`config.mk`:
```
export PLATFORM = sky130hd
export DESIGN_NAME = eyvm_cordic
export DESIGN_NICKNAME = d
export VERILOG_FILES = /design/src/sv/eyvm_pkg.sv /design/src/sv/eyvm_cordic.sv
export SDC_FILE = /design/constraint.sdc
export NUM_CORES = 2
export LEC_CHECK = 0
export BUFFER_PORTS_ARGS = -buffer_cell sky130_fd_sc_hd__buf_2
export CORE_ASPECT_RATIO = 1.75
export CORE_MARGIN = 10
export CORE_UTILIZATION = 50
export CTS_CLUSTER_DIAMETER = 50
export DETAILED_ROUTE_END_ITERATION = 10
export PLACE_DENSITY = 0.73
export SYNTH_ARGS = -nofsm -noshare
export SYNTH_HDL_FRONTEND = slang
export SYNTH_SLANG_ARGS = --single-unit
```
`constraint.sdc`:
```
create_clock -name clk -period 7.1 [get_ports clk]
set_input_delay 0.71 -clock clk [delete_from_list [all_inputs] [get_ports clk]]
set_output_delay 0.71 -clock clk [all_outputs]
set_load 0.03 [all_outputs]
```
`src/sv/eyvm_pkg.sv`:
```
// ----------------------------------------------------------------------------
// eyvm_pkg
// Shared constants, types and helpers of the Y-X-Z Euler view matrix block.
// ----------------------------------------------------------------------------
package eyvm_pkg;

    localparam int CORDIC_STEPS = 16;
    localparam int HALF_PI_Q13  = 12868;
    localparam int PI_Q13       = 25736;
    localparam int ONE_Q14      = 16384;
    localparam logic signed [33:0] CORDIC_GAIN_Q30 = 34'sd652032875;

    // CORDIC datapath widths: x/y stay below 2^31 in magnitude, z below 2^19
    localparam int XY_W = 34;
    localparam int Z_W  = 20;

    typedef logic signed [XY_W-1:0] xy_t;
    typedef logic signed [Z_W-1:0]  zang_t;
    typedef logic signed [15:0]     q14_t;
    typedef logic [3:0]             step_t;

    // one sine/cosine pair in Q2.14
    typedef struct packed {
        q14_t s;
        q14_t c;
    } sc_t;

    // in-flight CORDIC lane state
    typedef struct packed {
        xy_t   x;
        xy_t   y;
        zang_t z;
        logic  flip;
    } cordic_t;

    function automatic zang_t atan_q16(input step_t i);
        zang_t r;
        case (i)
            4'd0:    r = 20'sd51472;
            4'd1:    r = 20'sd30386;
            4'd2:    r = 20'sd16055;
            4'd3:    r = 20'sd8150;
            4'd4:    r = 20'sd4091;
            4'd5:    r = 20'sd2047;
            4'd6:    r = 20'sd1024;
            4'd7:    r = 20'sd512;
            4'd8:    r = 20'sd256;
            4'd9:    r = 20'sd128;
            4'd10:   r = 20'sd64;
            4'd11:   r = 20'sd32;
            4'd12:   r = 20'sd16;
            4'd13:   r = 20'sd8;
            4'd14:   r = 20'sd4;
            default: r = 20'sd2;
        endcase
        return r;
    endfunction

    // clamp a wide signed value to [-1, 1] in Q2.14
    function automatic q14_t clamp_q14(input logic signed [47:0] v);
        q14_t r;
        if (v > 48'sd16384)
            r = 16'sd16384;
        else if (v < -48'sd16384)
            r = -16'sd16384;
        else
            r = v[15:0];
        return r;
    endfunction

endpackage

```
`src/sv/eyvm_cordic.sv`:
```
// ----------------------------------------------------------------------------
// eyvm_cordic
// Unrolled 16-stage CORDIC, one rotation step per register stage, giving
// sine and cosine of one Q3.13 angle in Q2.14. Advances when adv is high.
// ----------------------------------------------------------------------------
module eyvm_cordic (
    input  logic                   clk,
    input  logic                   adv,
    input  logic signed [15:0]     angle,
    output eyvm_pkg::sc_t          sc
);

    eyvm_pkg::cordic_t st_reg   [eyvm_pkg::CORDIC_STEPS+1];
    eyvm_pkg::cordic_t st_next  [eyvm_pkg::CORDIC_STEPS+1];
    eyvm_pkg::sc_t     sc_reg;
    eyvm_pkg::sc_t     sc_next;
    logic signed [16:0] red;
    logic               flip;
    logic signed [47:0] xr;
    logic signed [47:0] yr;

    // quadrant fold into [-pi/2, pi/2]
    always_comb
    begin
        red  = 17'(angle);
        flip = 1'b0;
        if (angle > 16'sd12868)
        begin
            red  = 17'(angle) - 17'sd25736;
            flip = 1'b1;
        end
        else if (angle < -16'sd12868)
        begin
            red  = 17'(angle) + 17'sd25736;
            flip = 1'b1;
        end
        st_next[0].x    = eyvm_pkg::CORDIC_GAIN_Q30;
        st_next[0].y    = '0;
        st_next[0].z    = eyvm_pkg::Z_W'(red) <<< 3;
        st_next[0].flip = flip;
    end

    for (genvar i = 0; i < eyvm_pkg::CORDIC_STEPS; i++)
    begin : g_step
        always_comb
        begin
            st_next[i+1].flip = st_reg[i].flip;
            if (st_reg[i].z >= 0)
            begin
                st_next[i+1].x = st_reg[i].x - (st_reg[i].y >>> i);
                st_next[i+1].y = st_reg[i].y + (st_reg[i].x >>> i);
                st_next[i+1].z = st_reg[i].z - eyvm_pkg::atan_q16(4'(i));
            end
            else
            begin
                st_next[i+1].x = st_reg[i].x + (st_reg[i].y >>> i);
                st_next[i+1].y = st_reg[i].y - (st_reg[i].x >>> i);
                st_next[i+1].z = st_reg[i].z + eyvm_pkg::atan_q16(4'(i));
            end
        end
    end

    always_comb
    begin
        xr = (48'(st_reg[eyvm_pkg::CORDIC_STEPS].x) + 48'sd32768) >>> 16;
        yr = (48'(st_reg[eyvm_pkg::CORDIC_STEPS].y) + 48'sd32768) >>> 16;
        sc_next.c = eyvm_pkg::clamp_q14(xr);
        sc_next.s = eyvm_pkg::clamp_q14(yr);
        if (st_reg[eyvm_pkg::CORDIC_STEPS].flip)
        begin
            sc_next.c = -sc_next.c;
            sc_next.s = -sc_next.s;
        end
    end

    always_ff @(posedge clk)
    begin
        if (adv)
        begin
            for (int k = 0; k <= eyvm_pkg::CORDIC_STEPS; k++)
                st_reg[k] <= st_next[k];
            sc_reg <= sc_next;
        end
    end

    assign sc = sc_reg;

endmodule

```
======== After elaboration in Yosys (flattened, before gate mapping) ========
Memories as Yosys holds them, arrays and structs flattened.
Index checks and enable logic that the tools add are counted.
Widths: inputs -> output; s select.
operators by class
  multiplexer cells ....................... 27
  $lt $le $gt $ge ......................... 22
  add/sub/neg operators ................... 101
operator list
  kind                    number
  $mux 88                 16
  $ge 20x1->1 const B     16
  $add 34x17->35 const B  2
  $add 34x19->34          2
  $add 34x20->34          2
  $add 34x21->34          2
  $add 34x22->34          2
  $add 34x23->34          2
  $add 34x24->34          2
  $add 34x25->34          2
  $add 34x26->34          2
  $add 34x27->34          2
  $add 34x28->34          2
  $add 34x29->34          2
  $add 34x30->34          2
  $add 34x31->34          2
  $add 34x32->34          2
  $add 34x33->34          2
  $sub 34x19->34          2
  $sub 34x20->34          2
  $sub 34x21->34          2
  $sub 34x22->34          2
  $sub 34x23->34          2
  $sub 34x24->34          2
  other kinds (52)        74
storage, ports and cells
  register bits after elaboration ......... 32
  memories kept ........................... 1
  output and inout port bits .............. 32
  RAM bits ................................ 1513
  logic and storage cells ................. 153
memory list
  name    depth  bits a word  read ports  clocked after memory_dff  write ports  line               text
  st_reg  17     89           17          0                         17           eyvm_cordic.sv:13  eyvm_pkg::cordic_t st_reg [eyvm_pkg::CORDIC_STEPS+1];

======== Longest topological paths before layout ========
An unclocked memory read counts as a cell.
  depth in word-level cells ............... 7
  mapped depth ............................ 23
  depth with buffers taken out ............ 22

======== Worst setup path after synthesis ========
No wires, ideal clock.
  kind .................................... flip-flop to flip-flop
  start point ............................. memory st_reg[0][293] (netlist bit)
  end point ............................... memory st_reg[0][444] (netlist bit) (data pin)
  path buffers ............................ 0
  period minus slack after synthesis ...... 5.279 ns
  cell stages (with the launch flop) ...... 20
  setup slack ............................. 1.821 ns
  data arrival time ....................... 5.019 ns
  cells stage by stage .................... edfxtp_1 > nor3_2 > nand2_1 > or3_4 > or4_4 > or2_1 > or3_4 > nand2_1 > xor2_1 > ha_1 > a21o_1 > a21oi_1 > nand2_1 > o221a_2 > o41a_1 > or4_1 > nor4bb_1 > a2111oi_1 > a21oi_1 > xnor2_1
RTL lines
  element      line
  from (decl)  eyvm_cordic.sv:13

==> flow_metrics.tcl <==
set metrics [dict create \
    status "finished, violations left" \
    violations "capacitance limit, slew limit" \
    synth_xor_area_share_pct 13.9 \
    yosysWarnings 0 \
    critPathMaxStageDelay_ns 0.94 \
    finalNetCount 12221 \
    hold_path.class "in2reg" \
    cts_resized 0 \
    ys.flop_type "edfxtp_1" \
    critPathMaxFanout 4 \
    synth_compound_area_share_pct 19.1 \
    antenna_found_initial 4 \
    layout-drive-gt1-share_pct 4.72 \
    slowest_stage "o31ai_1" \
    grt_setup_unrepaired "no" \
    core_um2 212000 \
    layout_setup_ws_ns 0.909 \
    fin_setup_tns_ns 0 \
    clock_skew_ns 0.0759 \
    worst_setup_path_start_kind "flop" \
    viasPerCell 6.06 \
    regArea_um2 39200 \
    clk_pin_slew_worst_paths_ns 0.06 \
    grt_pass1_vias 87234 \
    ys_seq_area_share_pct 36.8 \
    std_cell_rows 224 \
    port_buffers 49 \
    largest_reg_flops 1272 \
    wire_per_inst_um 23.7 \
    maxSlewViolCount 4 \
    num-fill-cells 18538 \
    die_h_um 630 \
    wirelength_mm 331 \
    cp.required_ns 7.65 \
    ys_async_sr_fraction_pct 0 \
    synth_top_area_share_pct 36.8 \
    place_congestion 1.07 \
    drc 0 \
    start_util_pct 50.1 \
    final_cell_mix "1,304 x edfxtp_1, 1,175 x ha_1, 1,084 x xnor2_1" \
    setup_viol 0 \
    path_cells "inv_1, ha_1, nand2_1, or3_1, nand2b_1, or2_2, o41ai_1, xor2_1, ha_1, nand4_1, o31ai_1, a31oi_1, a21boi_0, o21ai_0, a21oi_1, nor2b_1, xnor2_1" \
    yosysUniqueCellTypes 89 \
    track_usage_pct 27.5 \
    cp.arrival_ns 6.74 \
    synth_area_um2 106000 \
    cts_tree "built" \
    relSlewSlack_pct -1.01 \
    final_common_cell "edfxtp_1" \
    cts_setup_buffers 0 \
    grt_pass1_wl_mm 493 \
    overflow 0 \
    ctsHoldBuffers 0 \
    finalHoldViolCount 0 \
    synth_edf_count 1304 \
    chipWidth_um 369 \
    ys_ff_latch 1304 \
    postRouteAntennaNets 0 \
    synth.area.top_cells "edfxtp_1 37%, ha_1 14%, xnor2_1 8.9%, xor2_1 5.0%, a21oi_1 4.1%" \
    clk_latency_ns 0.84 \
    dr.pass1.iters 6 \
    end_kind "flop" \
    place_hpwl_mm 267 \
    die_area_um2 232000 \
    grt_max_degree 160 \
    cpMostUsedCell "ha_1" \
    yosysTopAreaCell "edfxtp_1" \
    hold-worst-slack_ns 0.0802 \
    muxShareOfSynthArea_pct 0.405 \
    cts_root_buf "clkbuf_16" \
    synth_top_family_by_area "compound AO/OA/AOI/OAI gates" \
    worst_slew_pin_slew_ns 1.50 \
    fin_crit_sh_pct 87.2 \
    syn_to_final_growth_pct 8.73 \
    cts_max_level 4 \
    fmax_mhz 162 \
    synth-adder-area-share_pct 14.5 \
    synth_cells 10859 \
    cts_made_buffers 160 \
    drt_first_iter_violations 4494 \
    boundaryPins 50 \
    fin_util_pct 54.5 \
    period_minus_slack_ns 6.19 \
    maxCapViolCount 1 \
    cts_sinks 1304 \
    clock_path_buffers 4 \
    yosys.area_share.simple_pct 13.2 \
    worstSetupPathType "reg2reg" \
    pre_cts_slack_ns 1.05 \
    vias 84521 \
    synth.avg_cell_area_um2 9.80 \
    multi_input_area_um2 65200 \
]
==> through the flow <==
stage,area [um2],instances
finish,116000,13941
detailed placement,110000,13651
global route,116000,13938
CTS,116000,13934
floorplan,106000,10865
global placement,110000,13651
==> cell type report <==
type | instances | share of cell area [%]
clock inverter | 107 | 1.13
multi-input combinational | 8997 | 56.3
inverter | 412 | 1.34
timing repair buffer | 115 | 0.749
sequential | 1304 | 33.9
tap | 2825 | 3.06
antenna | 5 | 0.0108
clock buffer | 176 | 3.53
==> layer usage <==
metal	vias up	wire (um)	global-route usage [%]
met3	1381	10400	3.59
met4	2	46600	32.4
met5	-	13	0
li1	40753	-	-
met1	40152	91400	20.0
met2	2233	182000	54.8
==> final timing paths <==
path         cells past startpoint  slack (ns)      startpoint        endpoint
max reg2reg                     17        0.91  st_reg[1][210]  st_reg[1][345]
max                             17        0.91  st_reg[1][210]  st_reg[1][345]
min                              1        0.08        angle[1]    st_reg[0][5]
min reg2reg                      0        0.39  st_reg[1][448]  st_reg[1][537]
==> critical path, delay by kind of cell (launching register included) <==
family	cells	cell delay [ns]
adders and majority gates	2	0.46
DFF	1	0.68
and+or+nand+nor	6	1.35
xor gates and xnor gates	2	0.61
AOI/OAI and AO/OA	6	2.63
buffers and inverters	1	0.18
==> cells by family (layout without fill, tap and decap cells) <==
kind of cell / count (synthesis) / after routing
AOI/OAI and AO/OA: 3176 / 3176
xor gates and xnor gates: 1693 / 1693
other: 2 / 13
and+or+nand+nor: 2865 / 2865
muxes: 42 / 42
buffers and inverters: 564 / 810
adders and majority gates: 1213 / 1213
DFF: 1304 / 1304
==> synthesized netlist by cell type, types with 114 or more instances <==
cell / number
xnor2_1: 1084
inv_1: 410
o21a_1: 146
a21o_1: 415
a21oi_1: 882
edfxtp_1: 1304
nor3_1: 230
or3_1: 156
o21ai_0: 721
o41ai_1: 114
o21bai_1: 160
nor2_1: 780
nand2b_1: 198
clkbuf_1: 137
o31ai_1: 205
nand2_1: 678
ha_1: 1175
nor2b_1: 154
nand3_1: 165
xor2_1: 609
Power is not shown: default switching activity piles up to over one toggle a cycle in this logic, so the estimate is an artifact.
